===== src/hdl/sfq_pkg.sv =====
// ----------------------------------------------------------------------------
// sfq_pkg
// Shared types, codes and default sizes for the searchable FIFO queue.
// ----------------------------------------------------------------------------
`default_nettype none

package sfq_pkg;

    // Default sizes
    localparam int DEPTH_DEF      = 16;
    localparam int DATA_WIDTH_DEF = 32;

    // Port widths, fixed by the interface
    localparam int OP_W   = 3;
    localparam int VAL_W  = 32;
    localparam int POS_W  = 5;
    localparam int MPOS_W = 4;
    localparam int CNT_W  = 5;
    localparam int STS_W  = 2;

    // Request operation codes
    typedef enum logic [OP_W-1:0] {
        OP_PUSH    = 3'd0,
        OP_POP     = 3'd1,
        OP_FIND    = 3'd2,
        OP_REPLACE = 3'd3,
        OP_READ_AT = 3'd4
    } t_op;

    // Result status codes
    typedef enum logic [STS_W-1:0] {
        STS_OK    = 2'd0,
        STS_FULL  = 2'd1,
        STS_EMPTY = 2'd2,
        STS_RANGE = 2'd3
    } t_status;

    // Controller states
    typedef enum logic [2:0] {
        ST_IDLE,
        ST_EXEC,
        ST_POP_CAP,
        ST_AT_CAP,
        ST_SCAN,
        ST_OLD_RD,
        ST_NEW_RD,
        ST_FIN
    } t_state;

    // Read address source for single reads
    typedef enum logic [1:0] {
        RD_OLDEST,
        RD_NEWEST,
        RD_AT
    } t_rd_sel;

    // Controller to datapath commands
    typedef struct packed {
        logic       latch;       // take a new request
        logic       push;        // write value at tail, count up
        logic       rd_en;       // single read
        t_rd_sel    rd_sel;
        logic       pop_cap;     // capture popped entry, advance head
        logic       at_cap;      // capture read-at entry
        logic       status_we;
        t_status    status_code;
        logic       scan_init;   // clear scan counter
        logic       scan_step;   // one scan cycle
        logic       old_cap;     // capture oldest value
        logic       finish;      // capture newest value, raise done
    } t_dp_cmd;

    // Datapath to controller status
    typedef struct packed {
        t_op  op;
        logic empty;
        logic full;
        logic pos_ok;
        logic scan_done;
    } t_dp_sts;

endpackage

`default_nettype wire


===== src/hdl/sfq_ram.sv =====
// ----------------------------------------------------------------------------
// sfq_ram
// Generic simple dual-port RAM: one write port, one read port, registered read.
// ----------------------------------------------------------------------------
`default_nettype none

module sfq_ram #(
    parameter int WIDTH = 32,
    parameter int DEPTH = 16
) (
    input  wire logic                     i_clk,
    input  wire logic                     i_we,
    input  wire logic [$clog2(DEPTH)-1:0] i_waddr,
    input  wire logic [WIDTH-1:0]         i_wdata,
    input  wire logic                     i_re,
    input  wire logic [$clog2(DEPTH)-1:0] i_raddr,
    output      logic [WIDTH-1:0]         o_rdata
);

    logic [WIDTH-1:0] r_mem [DEPTH];
    logic [WIDTH-1:0] r_rdata;

    // Write port
    always_ff @(posedge i_clk) begin
        if (i_we) begin
            r_mem[i_waddr] <= i_wdata;
        end
    end

    // Registered read port
    always_ff @(posedge i_clk) begin
        if (i_re) begin
            r_rdata <= r_mem[i_raddr];
        end
    end

    assign o_rdata = r_rdata;

endmodule

`default_nettype wire


===== src/hdl/sfq_ctrl.sv =====
// ----------------------------------------------------------------------------
// sfq_ctrl
// Request sequencer: decodes the operation and steps the datapath through
// execute, pop/read-at capture or scan, and the closing oldest/newest reads.
// ----------------------------------------------------------------------------
`default_nettype none

module sfq_ctrl (
    input  wire logic             i_clk,
    input  wire logic             i_rst_n,
    input  wire logic             i_start,
    output      logic             o_busy,
    input  wire sfq_pkg::t_dp_sts i_sts,
    output      sfq_pkg::t_dp_cmd o_cmd
);

    import sfq_pkg::*;

    t_state r_state;
    t_state n_state;

    // State register
    always_ff @(posedge i_clk) begin
        if (!i_rst_n) begin
            r_state <= ST_IDLE;
        end else begin
            r_state <= n_state;
        end
    end

    // Next state
    always_comb begin
        n_state = r_state;
        case (r_state)
            ST_IDLE: begin
                if (i_start) n_state = ST_EXEC;
            end
            ST_EXEC: begin
                case (i_sts.op)
                    OP_PUSH:    n_state = ST_OLD_RD;
                    OP_POP:     n_state = i_sts.empty ? ST_OLD_RD : ST_POP_CAP;
                    OP_FIND,
                    OP_REPLACE: n_state = i_sts.empty ? ST_OLD_RD : ST_SCAN;
                    OP_READ_AT: begin
                        n_state = (i_sts.empty || !i_sts.pos_ok) ? ST_OLD_RD : ST_AT_CAP;
                    end
                    default:    n_state = ST_OLD_RD;
                endcase
            end
            ST_POP_CAP: n_state = ST_OLD_RD;
            ST_AT_CAP:  n_state = ST_OLD_RD;
            ST_SCAN: begin
                if (i_sts.scan_done) n_state = ST_OLD_RD;
            end
            ST_OLD_RD:  n_state = ST_NEW_RD;
            ST_NEW_RD:  n_state = ST_FIN;
            ST_FIN:     n_state = ST_IDLE;
            default:    n_state = ST_IDLE;
        endcase
    end

    // Command outputs
    always_comb begin
        o_cmd = '0;
        o_busy = (r_state != ST_IDLE);
        case (r_state)
            ST_IDLE: begin
                o_cmd.latch = i_start;
            end
            ST_EXEC: begin
                case (i_sts.op)
                    OP_PUSH: begin
                        if (i_sts.full) begin
                            o_cmd.status_we   = 1'b1;
                            o_cmd.status_code = STS_FULL;
                        end else begin
                            o_cmd.push = 1'b1;
                        end
                    end
                    OP_POP: begin
                        if (i_sts.empty) begin
                            o_cmd.status_we   = 1'b1;
                            o_cmd.status_code = STS_EMPTY;
                        end else begin
                            o_cmd.rd_en  = 1'b1;
                            o_cmd.rd_sel = RD_OLDEST;
                        end
                    end
                    OP_FIND,
                    OP_REPLACE: begin
                        o_cmd.scan_init = 1'b1;
                    end
                    OP_READ_AT: begin
                        if (i_sts.empty) begin
                            o_cmd.status_we   = 1'b1;
                            o_cmd.status_code = STS_EMPTY;
                        end else if (!i_sts.pos_ok) begin
                            o_cmd.status_we   = 1'b1;
                            o_cmd.status_code = STS_RANGE;
                        end else begin
                            o_cmd.rd_en  = 1'b1;
                            o_cmd.rd_sel = RD_AT;
                        end
                    end
                    default: ;
                endcase
            end
            ST_POP_CAP: o_cmd.pop_cap = 1'b1;
            ST_AT_CAP:  o_cmd.at_cap = 1'b1;
            ST_SCAN:    o_cmd.scan_step = 1'b1;
            ST_OLD_RD: begin
                o_cmd.rd_en  = 1'b1;
                o_cmd.rd_sel = RD_OLDEST;
            end
            ST_NEW_RD: begin
                o_cmd.old_cap = 1'b1;
                o_cmd.rd_en   = 1'b1;
                o_cmd.rd_sel  = RD_NEWEST;
            end
            ST_FIN:     o_cmd.finish = 1'b1;
            default: ;
        endcase
    end

endmodule

`default_nettype wire


===== src/hdl/sfq_datapath.sv =====
// ----------------------------------------------------------------------------
// sfq_datapath
// Ring buffer storage, head/count registers, scan counter and result
// registers for the searchable FIFO queue.
// ----------------------------------------------------------------------------
`default_nettype none

module sfq_datapath #(
    parameter int DEPTH      = 16,
    parameter int DATA_WIDTH = 32
) (
    input  wire logic                       i_clk,
    input  wire logic                       i_rst_n,
    input  wire sfq_pkg::t_dp_cmd           i_cmd,
    output      sfq_pkg::t_dp_sts           o_sts,
    input  wire logic [sfq_pkg::OP_W-1:0]   i_operation,
    input  wire logic [sfq_pkg::VAL_W-1:0]  i_value,
    input  wire logic [sfq_pkg::VAL_W-1:0]  i_replacement,
    input  wire logic signed [sfq_pkg::POS_W-1:0] i_position,
    output      logic                       o_done,
    output      logic [sfq_pkg::VAL_W-1:0]  o_result_value,
    output      logic                       o_hit,
    output      logic [sfq_pkg::MPOS_W-1:0] o_match_position,
    output      logic [sfq_pkg::CNT_W-1:0]  o_item_count,
    output      logic                       o_is_empty,
    output      logic [sfq_pkg::VAL_W-1:0]  o_oldest_value,
    output      logic [sfq_pkg::VAL_W-1:0]  o_newest_value,
    output      logic [sfq_pkg::STS_W-1:0]  o_status
);

    import sfq_pkg::*;

    localparam int AW = $clog2(DEPTH);
    localparam int CW = $clog2(DEPTH + 1);
    localparam int IW = ((CW > POS_W) ? CW : POS_W) + 1;

    // Slot of an offset from the head; sum stays below twice the depth
    function automatic logic [AW-1:0] slot_of(input logic [AW-1:0] head,
                                              input logic [CW-1:0] off);
        logic [CW:0] sum;
        sum = (CW+1)'(head) + (CW+1)'(off);
        if (sum >= (CW+1)'(DEPTH)) sum = sum - (CW+1)'(DEPTH);
        return AW'(sum);
    endfunction

    // Control registers
    logic [CW-1:0] r_count;
    logic [AW-1:0] r_oldest;
    logic [CW-1:0] r_idx;
    logic          r_pend;
    logic          r_done;

    // Request and result registers
    t_op                    r_op;
    logic [DATA_WIDTH-1:0]  r_val;
    logic [DATA_WIDTH-1:0]  r_rep;
    logic signed [POS_W-1:0] r_pos;
    logic [DATA_WIDTH-1:0]  r_result;
    logic                   r_hit;
    logic [CW-1:0]          r_mpos;
    t_status                r_status;
    logic [DATA_WIDTH-1:0]  r_oldest_val;
    logic [DATA_WIDTH-1:0]  r_newest_val;

    // RAM interface
    logic                  w_we;
    logic [AW-1:0]         w_waddr;
    logic [DATA_WIDTH-1:0] w_wdata;
    logic                  w_re;
    logic [AW-1:0]         w_raddr;
    logic [DATA_WIDTH-1:0] w_rdata;

    logic                  w_empty;
    logic                  w_full;
    logic [CW-1:0]         w_count_m1;
    logic [CW-1:0]         w_idx_m1;
    logic                  w_match;
    logic                  w_scan_more;
    logic signed [IW-1:0]  w_pos_ext;
    logic signed [IW-1:0]  w_cnt_ext;
    logic signed [IW-1:0]  w_at_idx;
    logic                  w_pos_ok;

    // Flags and offsets
    assign w_empty     = (r_count == '0);
    assign w_full      = (r_count == CW'(DEPTH));
    assign w_count_m1  = w_empty ? '0 : r_count - CW'(1);
    assign w_idx_m1    = r_idx - CW'(1);
    assign w_match     = r_pend && (w_rdata == r_val);
    assign w_scan_more = (r_idx != r_count);

    // Signed position: non-negative from head, negative back from tail
    assign w_pos_ext = IW'(r_pos);
    assign w_cnt_ext = $signed(IW'(r_count));
    assign w_at_idx  = r_pos[POS_W-1] ? (w_cnt_ext + w_pos_ext) : w_pos_ext;
    assign w_pos_ok  = r_pos[POS_W-1] ? (w_at_idx >= 0) : (w_pos_ext < w_cnt_ext);

    // Status to controller
    always_comb begin
        o_sts.op        = r_op;
        o_sts.empty     = w_empty;
        o_sts.full      = w_full;
        o_sts.pos_ok    = w_pos_ok;
        o_sts.scan_done = !w_scan_more || ((r_op == OP_FIND) && w_match);
    end

    // Read address mux
    always_comb begin
        w_re = i_cmd.rd_en || (i_cmd.scan_step && w_scan_more);
        if (i_cmd.scan_step) begin
            w_raddr = slot_of(r_oldest, r_idx);
        end else begin
            case (i_cmd.rd_sel)
                RD_OLDEST: w_raddr = r_oldest;
                RD_NEWEST: w_raddr = slot_of(r_oldest, w_count_m1);
                RD_AT:     w_raddr = slot_of(r_oldest, CW'(w_at_idx));
                default:   w_raddr = r_oldest;
            endcase
        end
    end

    // Write port: push at tail, or replacement at the last compared entry
    always_comb begin
        w_we = i_cmd.push || (i_cmd.scan_step && w_match && (r_op == OP_REPLACE));
        if (i_cmd.push) begin
            w_waddr = slot_of(r_oldest, r_count);
            w_wdata = r_val;
        end else begin
            w_waddr = slot_of(r_oldest, w_idx_m1);
            w_wdata = r_rep;
        end
    end

    sfq_ram #(
        .WIDTH (DATA_WIDTH),
        .DEPTH (DEPTH)
    ) u_ram (
        .i_clk   (i_clk),
        .i_we    (w_we),
        .i_waddr (w_waddr),
        .i_wdata (w_wdata),
        .i_re    (w_re),
        .i_raddr (w_raddr),
        .o_rdata (w_rdata)
    );

    // Head, count, scan counter, done strobe
    always_ff @(posedge i_clk) begin
        if (!i_rst_n) begin
            r_count  <= '0;
            r_oldest <= '0;
            r_idx    <= '0;
            r_pend   <= 1'b0;
            r_done   <= 1'b0;
        end else begin
            r_done <= i_cmd.finish;
            if (i_cmd.push) begin
                r_count <= r_count + CW'(1);
            end
            if (i_cmd.pop_cap) begin
                r_oldest <= slot_of(r_oldest, CW'(1));
                r_count  <= r_count - CW'(1);
            end
            if (i_cmd.scan_init) begin
                r_idx  <= '0;
                r_pend <= 1'b0;
            end else if (i_cmd.scan_step && w_scan_more) begin
                r_idx  <= r_idx + CW'(1);
                r_pend <= 1'b1;
            end
        end
    end

    // Request and result payload
    always_ff @(posedge i_clk) begin
        if (i_cmd.latch) begin
            r_op     <= t_op'(i_operation);
            r_val    <= DATA_WIDTH'(i_value);
            r_rep    <= DATA_WIDTH'(i_replacement);
            r_pos    <= i_position;
            r_result <= '0;
            r_hit    <= 1'b0;
            r_mpos   <= '0;
            r_status <= STS_OK;
        end
        if (i_cmd.pop_cap || i_cmd.at_cap) begin
            r_result <= w_rdata;
            r_hit    <= 1'b1;
        end
        if (i_cmd.status_we) begin
            r_status <= i_cmd.status_code;
        end
        // First match of a find
        if (i_cmd.scan_step && w_match && (r_op == OP_FIND)) begin
            r_hit  <= 1'b1;
            r_mpos <= w_idx_m1;
        end
        if (i_cmd.old_cap) begin
            r_oldest_val <= w_empty ? '0 : w_rdata;
        end
        if (i_cmd.finish) begin
            r_newest_val <= w_empty ? '0 : w_rdata;
        end
    end

    // Result ports
    assign o_done           = r_done;
    assign o_result_value   = VAL_W'(r_result);
    assign o_hit            = r_hit;
    assign o_match_position = MPOS_W'(r_mpos);
    assign o_item_count     = CNT_W'(r_count);
    assign o_is_empty       = w_empty;
    assign o_oldest_value   = VAL_W'(r_oldest_val);
    assign o_newest_value   = VAL_W'(r_newest_val);
    assign o_status         = r_status;

endmodule

`default_nettype wire


===== src/hdl/searchable_fifo_queue.sv =====
// ----------------------------------------------------------------------------
// searchable_fifo_queue
// Bounded FIFO queue in a ring buffer with push, pop, find, replace-all and
// read-at-position requests; every request returns one result.
// ----------------------------------------------------------------------------
//
//   channel   handshake             payload
//   -------   -------------------   ------------------------------------------
//   request   start, busy           i_operation, i_value, i_replacement,
//                                   i_position
//   result    o_done (1-cycle)      o_result_value, o_hit, o_match_position,
//                                   o_item_count, o_is_empty, o_oldest_value,
//                                   o_newest_value, o_status
//
// A request is taken when start is high and busy is low; one request at a time.
// From acceptance to the result: push, unused codes and every error case pass
// through execute and the closing oldest/newest reads, and pop and an in-range
// read-at add a capture state. Find and replace-all walk the entries one per cycle
// through the single RAM read port, stopping early on a find hit.
// o_done is high one cycle, in which busy is already low; the receiver cannot stall.
// Synchronous active-low reset empties the queue; no clearing pass is needed.
// ----------------------------------------------------------------------------
`default_nettype none

module searchable_fifo_queue #(
    parameter int DEPTH      = sfq_pkg::DEPTH_DEF,
    parameter int DATA_WIDTH = sfq_pkg::DATA_WIDTH_DEF
) (
    input  wire logic                              i_clk,
    input  wire logic                              i_rst_n,
    input  wire logic                              start,
    output      logic                              busy,
    input  wire logic [sfq_pkg::OP_W-1:0]          i_operation,
    input  wire logic [sfq_pkg::VAL_W-1:0]         i_value,
    input  wire logic [sfq_pkg::VAL_W-1:0]         i_replacement,
    input  wire logic signed [sfq_pkg::POS_W-1:0]  i_position,
    output      logic                              o_done,
    output      logic [sfq_pkg::VAL_W-1:0]         o_result_value,
    output      logic                              o_hit,
    output      logic [sfq_pkg::MPOS_W-1:0]        o_match_position,
    output      logic [sfq_pkg::CNT_W-1:0]         o_item_count,
    output      logic                              o_is_empty,
    output      logic [sfq_pkg::VAL_W-1:0]         o_oldest_value,
    output      logic [sfq_pkg::VAL_W-1:0]         o_newest_value,
    output      logic [sfq_pkg::STS_W-1:0]         o_status
);

    import sfq_pkg::*;

    t_dp_cmd w_cmd;
    t_dp_sts w_sts;

    // Sequencer
    sfq_ctrl u_ctrl (
        .i_clk   (i_clk),
        .i_rst_n (i_rst_n),
        .i_start (start),
        .o_busy  (busy),
        .i_sts   (w_sts),
        .o_cmd   (w_cmd)
    );

    // Storage and result registers
    sfq_datapath #(
        .DEPTH      (DEPTH),
        .DATA_WIDTH (DATA_WIDTH)
    ) u_dp (
        .i_clk            (i_clk),
        .i_rst_n          (i_rst_n),
        .i_cmd            (w_cmd),
        .o_sts            (w_sts),
        .i_operation      (i_operation),
        .i_value          (i_value),
        .i_replacement    (i_replacement),
        .i_position       (i_position),
        .o_done           (o_done),
        .o_result_value   (o_result_value),
        .o_hit            (o_hit),
        .o_match_position (o_match_position),
        .o_item_count     (o_item_count),
        .o_is_empty       (o_is_empty),
        .o_oldest_value   (o_oldest_value),
        .o_newest_value   (o_newest_value),
        .o_status         (o_status)
    );

endmodule

`default_nettype wire


===== config.mk =====
export PLATFORM = sky130hd
export DESIGN_NAME = searchable_fifo_queue
export DESIGN_NICKNAME = d
export VERILOG_FILES = /design/src/hdl/sfq_pkg.sv /design/src/hdl/sfq_ram.sv /design/src/hdl/sfq_ctrl.sv /design/src/hdl/sfq_datapath.sv /design/src/hdl/searchable_fifo_queue.sv
export SDC_FILE = /design/constraint.sdc
export NUM_CORES = 1
export LEC_CHECK = 0
export ABC_CLOCK_PERIOD_IN_PS = 7700
export BUFFER_PORTS_ARGS = -buffer_cell sky130_fd_sc_hd__buf_4
export CAP_MARGIN = 20
export CORE_MARGIN = 10
export CORE_UTILIZATION = 25
export CTS_BUF_LIST = sky130_fd_sc_hd__clkbuf_2 sky130_fd_sc_hd__clkbuf_4 sky130_fd_sc_hd__clkbuf_8
export DETAILED_ROUTE_END_ITERATION = 12
export GPL_ROUTABILITY_DRIVEN = 1
export PLACE_DENSITY = 0.49
export SYNTH_ARGS = -nofsm -noshare
export SYNTH_HDL_FRONTEND = slang
export SYNTH_HIERARCHICAL = 1
export SYNTH_SLANG_ARGS = --single-unit

===== constraint.sdc =====
create_clock -name i_clk -period 7.7 [get_ports i_clk]
set_input_delay 1.54 -clock i_clk [delete_from_list [all_inputs] [get_ports i_clk]]
set_output_delay 1.54 -clock i_clk [all_outputs]
set_load 0.1 [all_outputs]

==> results of run 1 <==
## power by group
part / internal, W / switching, W
clock network: 0.00199 / 0.00157
registers: 0.00452 / 0.0000633
logic: 0.000145 / 0.000367
total: 0.00666 / 0.00200
## how the worst max path moves through the flow
| stage | start | to | slack [ns] |
|---|---|---|---|
| 6_report | u_dp/o_item_count[1] | u_dp/u_ram/o_rdata[4] | 1.86 |
| 5_1_grt | u_dp/o_item_count[1] | u_dp/u_ram/o_rdata[20] | 1.37 |
| 4_1_cts | u_dp/o_item_count[1] | u_dp/u_ram/o_rdata[9] | 1.87 |
| 3_5_place_dp | u_dp/o_item_count[1] | u_dp/u_ram/o_rdata[9] | 1.95 |
| 3_3_place_gp | u_dp/o_item_count[1] | u_dp/u_ram/o_rdata[19] | 1.94 |
| 2_1_floorplan | u_dp/o_item_count[1] | u_dp/u_ram/r_mem[0][0] | 0.76 |
## final cells by class
cell class,count,area [sq um],share of cell area [%]
flip-flops and latches,738,22000,63.0
clock buffers,150,1900,5.44
clock inverters,68,623,1.79
inverters,30,113,0.323
multi-input cells,616,6630,19.0
repair buffers,224,1740,5.00
diodes,2,5.00,0.0144
well taps,1512,1890,5.43
## logic make-up (layout without fill, tap and decap cells)
logic type                 Yosys count  count (layout)  synth area share, %
muxes                              170             170                 11.6
buffers and inverters              102             472                 1.62
other                                0               2                    0
adders and majority gates           32              32                 1.49
and+or+nand+nor                    233             233                 4.51
AOI/OAI and AO/OA                  126             126                 3.12
xor gates and xnor gates            55              55                 1.67
DFF                                738             738                 76.0
## stage by stage
step           hold slack [ns]  std cells  area, sq um  util (%)  setup WS [ns]
2_1_floorplan            0.426       1456        28900         -          0.764
3_3_place_gp             0.452       3120        32300      28.2           1.94
3_5_place_dp             0.453       3120        32300      28.2           1.95
4_1_cts                  0.462       3338        34900      30.4           1.87
5_1_grt                  0.489       3340        34900      30.4           1.37
6_report                 0.455       3340        34900      30.4           1.86
## registers in the layout (all words and copies together) (netlist names), 4 cells and up
name	count
u_dp/r_pos	5
u_dp/o_oldest_value	32
u_dp/u_ram/r_mem	512
u_dp/o_result_value	32
u_dp/r_val	32
u_dp/r_mpos	4
u_dp/r_idx	5
u_dp/u_ram/o_rdata	32
u_dp/r_rep	32
u_dp/o_item_count	5
u_dp/o_newest_value	32
u_dp/r_oldest	4
## worst min-delay path: cells and delay by family (launching register included)
family / cells / cell delay (ns)
AOI/OAI and AO/OA: 1 / 0.05
buffers and inverters: 1 / 0.05
DFF: 1 / 0.32
## layout by cell type, fill, tap and decap left out, drive strengths merged, types with 35 or more instances in the layout
cell type	n
a22oi	64
clkinv	51
inv	35
buf	224
xnor2	49
nand2	53
edfxtp	718
mux2	36
mux4	128
nor2b	75
clkbuf	150
## routing by layer
layer / part of all wire [%] / GRT usage, % / vias to the layer above
met2: 47 / 19.2 / 532
met4: 2.1 / 2.99 / 0
met5: 0 / 0 / -
met1: 44 / 15.9 / 7747
met3: 7.5 / 3.66 / 126
li1: - / - / 6408
## cell usage after synthesis, types with 16 or more instances
| master | number | area (sq um) |
|---|---|---|
| edfxtp_1 | 718 | 21600 |
| mux4_2 | 128 | 2880 |
| nor2b_1 | 75 | 469 |
| a22oi_1 | 64 | 480 |
| nand2_1 | 52 | 195 |
| xnor2_1 | 49 | 429 |
| mux2_2 | 35 | 394 |
| clkbuf_1 | 31 | 116 |
| inv_1 | 30 | 113 |
| ha_1 | 28 | 350 |
| nor2_1 | 27 | 101 |
| dfxtp_1 | 20 | 400 |
| buf_4 | 16 | 120 |
| nor3_1 | 16 | 80.1 |
| o21ai_0 | 16 | 80.1 |
==> out/metrics.yaml, run 1 <==
rr_startpoint: "u_dp/o_item_count[1]"
cts_buffers: 118
syn-num-nets: 1563
cts_tree: "done"
power_leakage_nw: 11.2
dieArea_sq_um: 130000
grt_pass1_vias: 15559
grt_remaining_overflow: 0
vias: 14813
critPathTopFamily: "compound AO/OA/AOI/OAI gates"
area_growth_pct: 20.7
clock_path_buffers: 3
r2r_cells: 20
p_per_area_nw_per_um2: 248
rsz0062_at_grt: "no"
grt_pass1_wl_um: 114000
finalSetupTns_ns: 0
rrSetupSlack_ns: 1.86
critical_path_required_ns: 8.19
wl_um: 80000
post_synth.cell_area_avg_sq_um: 19.8
antenna_found_initial: 4
h-tree-depth: 3
reg2reg_to: "u_dp/u_ram/o_rdata[4]"
cts_resized: 0
final_layout_size_suffix_gt1_share_pct: 33.5
place_congestion: 0.760
cp.depth: 20
die_y_um: 360
critPathKind: "reg -> reg"
cts.clk_slew.worst_paths_ns: 0.06
skew_ns: 0.0689
io_buffers: 185
post_drt_wl_per_cell_um: 24.0
die_w_um: 360
fmax_mhz: 171
cts_hold_buf: 0
drt-initial-drc-count: 1262
postCtsSetupBuffers: 0
cp.arrival_ns: 6.33
cp_common_cell: "ha_1"
whs_path_depth: 2
root_buffer: "clkbuf_8"
io_pins: 186
cts_sinks: 738
peakVddDrop_mv: 0.129
async_flop_share_pct: 0
synth-edff-count: 718
cp_slowest_stage_delay_ns: 0.64
critPathBufInv: 2
path_cells: "inv_1, ha_1, nor2b_1, o21ai_0, a21oi_1, o21a_1, o31ai_1, nand3b_1, nor2_1, ha_1, o31ai_1, ha_1, fa_1, nor2b_1, a211oi_1, a21oi_4, buf_12, mux4_2, a22oi_1, nand2_1"
fill_cells: 11196
crit_slowest_cell: "dfxtp_1"
cp-start-kind: "flip-flop"
slew_violations: 0
hold_viol: 0
hold_path_end: "u_dp/r_pend"
drcViolationCount: 0
maxCapViolations: 0
ys_ff_latch: 738
setup_viol: 0
rows: 124
yosys_warnings: 6
yosysSeqAreaShare_pct: 76.0
worst_pin_slew_ns: 0.957
cp_max_fo: 128
post-route-min-period_ns: 5.84
drtPass1Iterations: 5
clock_latency_ns: 0.76
hold_path_class: "reg -> reg"
hp-start: "u_dp/r_pend"
hpwl_um: 48800
fin_crit_sh_pct: 75.9
syn_area_sq_um: 28900
core-area_sq_um: 115000
netlist_instances: 1456
yosys_most_used_dff: "edfxtp_1"
status: "completed"
p_total_w: 0.00866
max_slew_margin_pct: 35.9
grt_max_degree: 129
ant_nets: 0
synth_cell_types: 64
grt_use_total_pct: 12.0
nets: 1835
end_kind: "flip-flop"
viasPerCell: 4.44
start_util_pct: 25.2
Note: power is estimated with default switching activity, not from simulation.
==> inputs of run 2 (changes only) <==
--- a/config.mk
+++ b/config.mk
@@ -5,7 +5,7 @@
 export SDC_FILE = /design/constraint.sdc
 export NUM_CORES = 1
 export LEC_CHECK = 0
-export ABC_CLOCK_PERIOD_IN_PS = 7700
+export ABC_CLOCK_PERIOD_IN_PS = 6000
 export BUFFER_PORTS_ARGS = -buffer_cell sky130_fd_sc_hd__buf_4
 export CAP_MARGIN = 20
 export CORE_MARGIN = 10
==> constraint.sdc (replaced) <==
create_clock -name i_clk -period 6 [get_ports i_clk]
set_input_delay 1.2 -clock i_clk [delete_from_list [all_inputs] [get_ports i_clk]]
set_output_delay 1.2 -clock i_clk [all_outputs]
set_load 0.1 [all_outputs]
==> run 2 against run 1 <==
Effect of this change: sequential power up 28%; via count increased by 0.55%; register-to-register slack lost 1.2 ns; count of clock-buffer cells in the layout grew 4; critical path depth unchanged; first-iteration DRC count shrank 7.4%.
==> out/metrics.yaml, run 2 (synthesis results as in run 1) <==
finalSetupTns_ns: 0  # unchanged
grt_pass1_vias: 15960  # was 15559
largest_register_ffs: 512  # unchanged
nets: 1848  # was 1835
maxCapViolations: 0  # unchanged
final_layout_size_suffix_gt1_share_pct: 33.8  # was 33.5%
cp.arrival_ns: 5.91  # was 6.33 ns
dr_wl_met3_um: 4530  # was 5970 um
antenna_found_initial: 2  # was 4
max_slew_margin_pct: 39.4  # was 35.9%
wl_met1_um: 36300  # was 35100 um
cts_hold_buf: 0  # unchanged
route.met2.wl_um: 37200  # was 37300 um
post_drt_wl_per_cell_um: 23.8  # was 24.0 um
drtPass1Iterations: 5  # unchanged
layout_common_cells: "edfxtp_1, buf_4, mux4_2, clkbuf_8, nor2b_1"  # unchanged
clock_latency_ns: 0.79  # was 0.76 ns
critical_path_required_ns: 6.59  # was 8.19 ns
ant_nets: 0  # unchanged
die_w_um: 360  # unchanged
area_growth_pct: 21.4  # was 20.7%
io_pins: 186  # unchanged
grt_remaining_overflow: 0  # unchanged
p_per_area_nw_per_um2: 315  # was 248 nW/um^2
wl_um: 79700  # was 80000 um
drcViolationCount: 0  # unchanged
regMostFlops: "u_dp/u_ram/r_mem"  # unchanged
fmax_mhz: 188  # was 171 MHz
h-tree-depth: 3  # unchanged
status: "completed"  # unchanged
viasPerCell: 4.44  # about the same
dieArea_sq_um: 130000  # unchanged
critPathKind: "reg -> reg"  # unchanged
cp_max_fo: 24  # was 128
start_util_pct: 25.2  # unchanged
end_kind: "flip-flop"  # unchanged
grt_pass1_wl_um: 115000  # was 114000 um
cts.clk_slew.worst_paths_ns: 0.06  # about the same
fin_crit_sh_pct: 88.8  # was 75.9%
power_leakage_nw: 11.3  # was 11.2 nW
final_common_cell: "edfxtp_1"  # unchanged
setup_viol: 0  # unchanged
rsz0062_at_grt: "no"  # unchanged
hpwl_um: 48500  # was 48800 um
p_total_w: 0.0110  # was 0.00866 W
cts_buffers: 120  # was 118
cts_tree: "done"  # unchanged
root_buffer: "clkbuf_8"  # unchanged
hold_viol: 0  # unchanged
highest_layer: "met4"  # unchanged
slew_violations: 0  # unchanged
hold_path_class: "reg -> reg"  # unchanged
clock_path_buffers: 3  # unchanged
skew_ns: 0.0795  # was 0.0689 ns
die_y_um: 360  # unchanged
peakVddDrop_mv: 0.190  # was 0.129 mV
cp-start-kind: "flip-flop"  # unchanged
grt_use_total_pct: 12.0  # about the same
cts_sinks: 738  # unchanged
grt_max_degree: 46  # was 129
core-area_sq_um: 115000  # unchanged
worst_pin_slew_ns: 0.907  # was 0.957 ns
rows: 124  # unchanged
drt-initial-drc-count: 1168  # was 1262
io_buffers: 185  # unchanged
diodes: 0  # was 2
fill_cells: 11167  # was 11196
hold_ws_ns: 0.470  # was 0.455 ns
post-route-min-period_ns: 5.33  # was 5.84 ns
vias: 14895  # was 14813
place_congestion: 0.764  # was 0.760
run 2: repair_timing:
action                     4_1_cts  5_1_grt
setup endpoints to repair        0        1
buffers inserted                 0        3
gates resized for setup          0        0
run 2: worst paths after layout:
kind / startpoint / to / slack (ns) / cells after the start
max: u_dp/r_pos[1] / u_dp/u_ram/o_rdata[3] / 0.67 / 20
min: u_dp/r_pend / u_dp/r_pend / 0.47 / 2
max reg2reg: u_dp/r_pos[1] / u_dp/u_ram/o_rdata[3] / 0.67 / 20
min reg2reg: u_dp/r_pend / u_dp/r_pend / 0.47 / 2
run 2: worst max-delay path, cell delays in order (launching register included):
cell and delay (ns):
edfxtp_1 0.46, ha_1 0.33, nor2b_1 0.13, o21ai_0 0.16, a21oi_1 0.09, o21a_1 0.16
o31ai_1 0.42, nand3b_1 0.16, nor2_1 0.12, ha_1 0.33, o31ai_1 0.18, ha_1 0.31
a21o_1 0.10, a21oi_1 0.10, or4_1 0.42, a211oi_1 0.23, nand4b_1 0.32, and2_1 0.60
buf_12 0.30, a22oi_1 0.09, nand2_1 0.06
run 2: report_power, final:
group          internal [W]  total (W)  switching (W)
clock network       0.00244    0.00451        0.00207
logic              0.000190   0.000664       0.000473
registers           0.00580    0.00588      0.0000749
total               0.00843     0.0110        0.00261
run 2: layout make-up:
class | count | area, sq um | share of cell area [%]
inverters | 30 | 113 | 0.321
clock buffers | 154 | 1910 | 5.44
clock inverters | 69 | 564 | 1.61
repair buffers | 235 | 1960 | 5.60
flip-flops and latches | 738 | 22000 | 62.6
well taps | 1512 | 1890 | 5.39
multi-input cells | 616 | 6670 | 19.0
run 2: per-layer routing:
layer  global-route usage (%)  up-vias
met4                     3.16        0
met2                     19.2      510
met3                     2.46      124
li1                         -     6440
met1                     16.5     7821
met5                        0        -
run 2: per-stage QoR:
stage / util, % / instance area [sq um] / std cells / setup slack (ns)
after CTS: 30.6 / 35000 / 3351 / 0.500
final: 30.6 / 35100 / 3354 / 0.675
after global routing: 30.6 / 35100 / 3354 / 0.125
after detailed placement: 28.4 / 32600 / 3128 / 0.588
after global placement: 28.4 / 32600 / 3128 / 0.771
after floorplan: - / 28900 / 1456 / -0.0647
==> inputs of run 3 (changes only) <==
--- a/config.mk
+++ b/config.mk
@@ -5,6 +5,7 @@
 export SDC_FILE = /design/constraint.sdc
 export NUM_CORES = 1
 export LEC_CHECK = 0
+export ABC_AREA = 1
 export ABC_CLOCK_PERIOD_IN_PS = 6000
 export BUFFER_PORTS_ARGS = -buffer_cell sky130_fd_sc_hd__buf_4
 export CAP_MARGIN = 20
@@ -16,5 +17,4 @@
 export PLACE_DENSITY = 0.49
 export SYNTH_ARGS = -nofsm -noshare
 export SYNTH_HDL_FRONTEND = slang
-export SYNTH_HIERARCHICAL = 1
 export SYNTH_SLANG_ARGS = --single-unit
==> run 3 against run 2 <==
Effect of this change: count of clock-buffer cells in the layout is 7 lower; sequential power is 4.9% higher; area after synthesis is 5.7% higher; wire length is 14% higher; setup slack better by 0.15 ns; synthesized cell count is 68% higher; maximum frequency is 2.8% higher; critical endpoint is now u_dp.u_ram.o_rdata[8]; largest cell class unchanged.
==> out/metrics.yaml, run 3 <==
status: "completed"  # unchanged
cp-startpoint: "u_dp.o_item_count[2]"  # was u_dp/r_pos[1]
largest_register_ffs: 512  # unchanged
cts_tree: "done"  # unchanged
power_frac_clock_pct: 34.9  # was 40.8%
nets: 2802  # was 1848
fill_cells: 12362  # was 11167
hpwl_um: 53600  # was 48500 um
core-area_sq_um: 122000  # was 115000 sq um
syn-num-nets: 2556  # was 1563
root_buffer: "clkbuf_8"  # unchanged
peakVddDrop_mv: 0.169  # was 0.190 mV
fmax_mhz: 193  # was 188 MHz
io_pins: 186  # unchanged
synthXorXnorAreaFrac_pct: 0.717  # was 1.67%
drcViolationCount: 0  # unchanged
synth_area_leaders: "edfxtp_1, nand2_1, inv_1"  # was edfxtp_1, mux4_2, a22oi_1
syn_area_sq_um: 30500  # was 28900 sq um
postCtsSetupBuffers: 0  # unchanged
r2r_cells: 25  # was 20
h-tree-depth: 3  # unchanged
ys_ff_latch: 738  # unchanged
crit_slowest_cell: "dfxtp_1"  # was and2_1
viasPerCell: 4.39  # was 4.44
place_congestion: 0.797  # was 0.764
yosysTopAreaCell: "edfxtp_1"  # unchanged
wl_um: 90900  # was 79700 um
vias: 19405  # was 14895
drtPass1Iterations: 5  # unchanged
cts.clk_slew.worst_paths_ns: 0.06  # about the same
cts_resized: 0  # unchanged
critPathKind: "reg -> reg"  # unchanged
cp_slowest_stage_delay_ns: 0.50  # was 0.60 ns
skew_ns: 0.0425  # was 0.0795 ns
io_buffers: 185  # unchanged
muxShareOfSynthArea_pct: 0  # was 11.6%
met3_usage_pct: 2.19  # was 2.46%
worst_pin_slew_ns: 0.963  # was 0.907 ns
area_growth_pct: 19.8  # was 21.4%
power_leakage_nw: 13.6  # was 11.3 nW
grt_pass1_wl_um: 132000  # was 115000 um
rsz0062_at_grt: "no"  # unchanged
yosys.cell_count.top_type: "edfxtp_1"  # unchanged
clock_path_buffers: 3  # unchanged
max_slew_margin_pct: 35.8  # was 39.4%
final_common_cell: "edfxtp_1"  # unchanged
hold_path_class: "reg -> reg"  # unchanged
final_area_sq_um: 36600  # was 35100 sq um
drt-initial-drc-count: 1449  # was 1168
start_util_pct: 25.1  # was 25.2%
slew_violations: 0  # unchanged
cp_common_cell: "nand2_1"  # was ha_1
rrSetupSlack_ns: 0.82  # was 0.67 ns
setup_viol: 0  # unchanged
layout_common_cells: "edfxtp_1, nand2_1, inv_1, buf_4, o21ai_0"  # was edfxtp_1, buf_4, mux4_2, clkbuf_8, nor2b_1
synth-compound-area-share_pct: 8.91  # was 3.12%
end_kind: "flip-flop"  # unchanged
fin_crit_sh_pct: 86.3  # was 88.8%
dieArea_sq_um: 137000  # was 130000 sq um
grt_remaining_overflow: 0  # unchanged
die_y_um: 370  # was 360 um
seqPwrFrac_pct: 49.7  # was 53.2%
dp.cells: 4207  # was 3128
swShare_pct: 29.1  # was 23.7%
grt.busiest_layer: "met2"  # unchanged
cp_max_fo: 41  # was 24
ant_nets: 0  # unchanged
p_per_area_nw_per_um2: 339  # was 315 nW/um^2
post_drt_wl_per_cell_um: 20.6  # was 23.8 um
combPwrFrac_pct: 15.4  # was 6.0%
cp-start-kind: "flip-flop"  # unchanged
synthSimpleGateAreaFrac_pct: 11.8  # was 4.51%
reg2reg_to: "u_dp.u_ram.o_rdata[8]"  # was u_dp/u_ram/o_rdata[3]
async_flop_share_pct: 0  # unchanged
antenna_found_initial: 1  # was 2
hold_ws_ns: 0.480  # was 0.470 ns
die_w_um: 370  # was 360 um
synth_cell_types: 47  # was 64
synth_largest_type_area_fraction_pct: 70.6  # was 74.6%
cts_sinks: 738  # unchanged
yosys_warnings: 0  # was 6
maxCapViolations: 0  # unchanged
synth-edff-count: 718  # unchanged
yosys_most_used_dff: "edfxtp_1"  # unchanged
synthTopCellsByCount: "edfxtp_1, nand2_1, inv_1"  # was edfxtp_1, mux4_2, nor2b_1
p_int_w: 0.00881  # was 0.00843 W
final_layout_size_suffix_gt1_share_pct: 18.1  # was 33.8%
grt_max_degree: 131  # was 46
met2_usage_pct: 21.7  # was 19.2%
synth_fa_ha_area_share_pct: 1.33  # was 1.49%
hold_viol: 0  # unchanged
synth_top_family_by_area: "simple AND/OR/NAND/NOR gates"  # was multiplexers
rows: 128  # was 124
cp.depth: 25  # was 20
netlist_instances: 2451  # was 1456
cp.arrival_ns: 5.77  # was 5.91 ns
layout.cells.non_filler: 4416  # was 3354
dpl_cell_area_sq_um: 34300  # was 32600 sq um
grt_util_met1_pct: 16.7  # was 16.5%
critPathTopFamily: "compound AO/OA/AOI/OAI gates"  # was simple AND/OR/NAND/NOR gates
grt_use_total_pct: 12.8  # was 12.0%
clock_latency_ns: 0.76  # was 0.79 ns
cts_hold_buf: 0  # unchanged
post-route-min-period_ns: 5.18  # was 5.33 ns
timing.critical_path.to: "u_dp.u_ram.o_rdata[8]"  # was u_dp/u_ram/o_rdata[3]
post_synth.cell_area_avg_sq_um: 12.5  # was 19.8 sq um
switchingPower_w: 0.00361  # was 0.00261 W
grt_pass1_vias: 19025  # was 15960
cts_buffers: 112  # was 120
regMostFlops: "u_dp.u_ram.r_mem"  # was u_dp/u_ram/r_mem
critical_path_required_ns: 6.59  # about the same
critPathBufInv: 7  # was 1
yosysSeqAreaShare_pct: 71.9  # was 76.0%
rr_startpoint: "u_dp.o_item_count[2]"  # was u_dp/r_pos[1]
finalSetupTns_ns: 0  # unchanged
[run 3: power groups by stage]
stage,sequential [W],combinational [W],clock (W)
3_3_place_gp,0.00628,0.00193,0
2_1_floorplan,0.00657,0.000884,0
4_1_cts,0.00617,0.00194,0.00445
5_1_grt,0.00618,0.00208,0.00466
3_5_place_dp,0.00628,0.00194,0
6_report,0.00617,0.00192,0.00434
[run 3: worst min-delay path, delay by kind of cell (launching register included)]
| kind | cells | cell delay (ns) |
|---|---|---|
| AND/OR/NAND/NOR | 2 | 0.12 |
| flip-flops | 1 | 0.33 |
[run 3: how the worst min path moves through the flow]
stage / start / end / slack, ns / cells past startpoint
final: u_dp.r_pend / u_dp.r_pend / 0.48 / 2
after global placement: u_dp.r_pend / u_dp.r_pend / 0.46 / 2
after floorplan: u_dp.r_pend / u_dp.r_pend / 0.44 / 2
after detailed placement: u_dp.r_pend / u_dp.r_pend / 0.46 / 2
after global routing: u_dp.r_idx[4] / u_dp.r_idx[4] / 0.53 / 2
after CTS: u_dp.r_pend / u_dp.r_pend / 0.48 / 2
[run 3: per-layer routing]
| metal | part of all wire, % | up-vias |
|---|---|---|
| met5 | 0 | - |
| met4 | 2.0 | 0 |
| met3 | 5.1 | 104 |
| met2 | 49 | 560 |
| met1 | 44 | 9619 |
| li1 | - | 9122 |
[run 3: final cells by class]
| class | instances | area (sq um) | share of cell area (%) |
|---|---|---|---|
| well taps | 1625 | 2030 | 5.55 |
| inverters | 282 | 1070 | 2.91 |
| multi-input cells | 1308 | 7120 | 19.4 |
| clock buffers | 147 | 1830 | 5.00 |
| clock inverters | 60 | 482 | 1.32 |
| diodes | 1 | 2.50 | 0.00684 |
| flip-flops and latches | 738 | 22000 | 60.0 |
| repair buffers | 255 | 2120 | 5.79 |
[run 3: logic make-up (layout without fill, tap and decap cells)]
| family | Yosys count | in the layout |
|---|---|---|
| fa+ha+maj | 30 | 30 |
| compound gates | 446 | 446 |
| simple gates | 807 | 807 |
| flops | 738 | 738 |
| buf+inv | 405 | 744 |
| other cells | 0 | 1 |
| xor+xnor | 25 | 25 |
[run 3: stage by stage]
step | utilization (%) | power, W | setup WS [ns]
5_1_grt | 30.1 | 0.0129 | 0.342
2_1_floorplan | - | 0.00746 | 0.644
6_report | 30.1 | 0.0124 | 0.820
3_3_place_gp | 28.2 | 0.00821 | 0.983
4_1_cts | 30.1 | 0.0126 | 0.837
3_5_place_dp | 28.2 | 0.00822 | 0.878
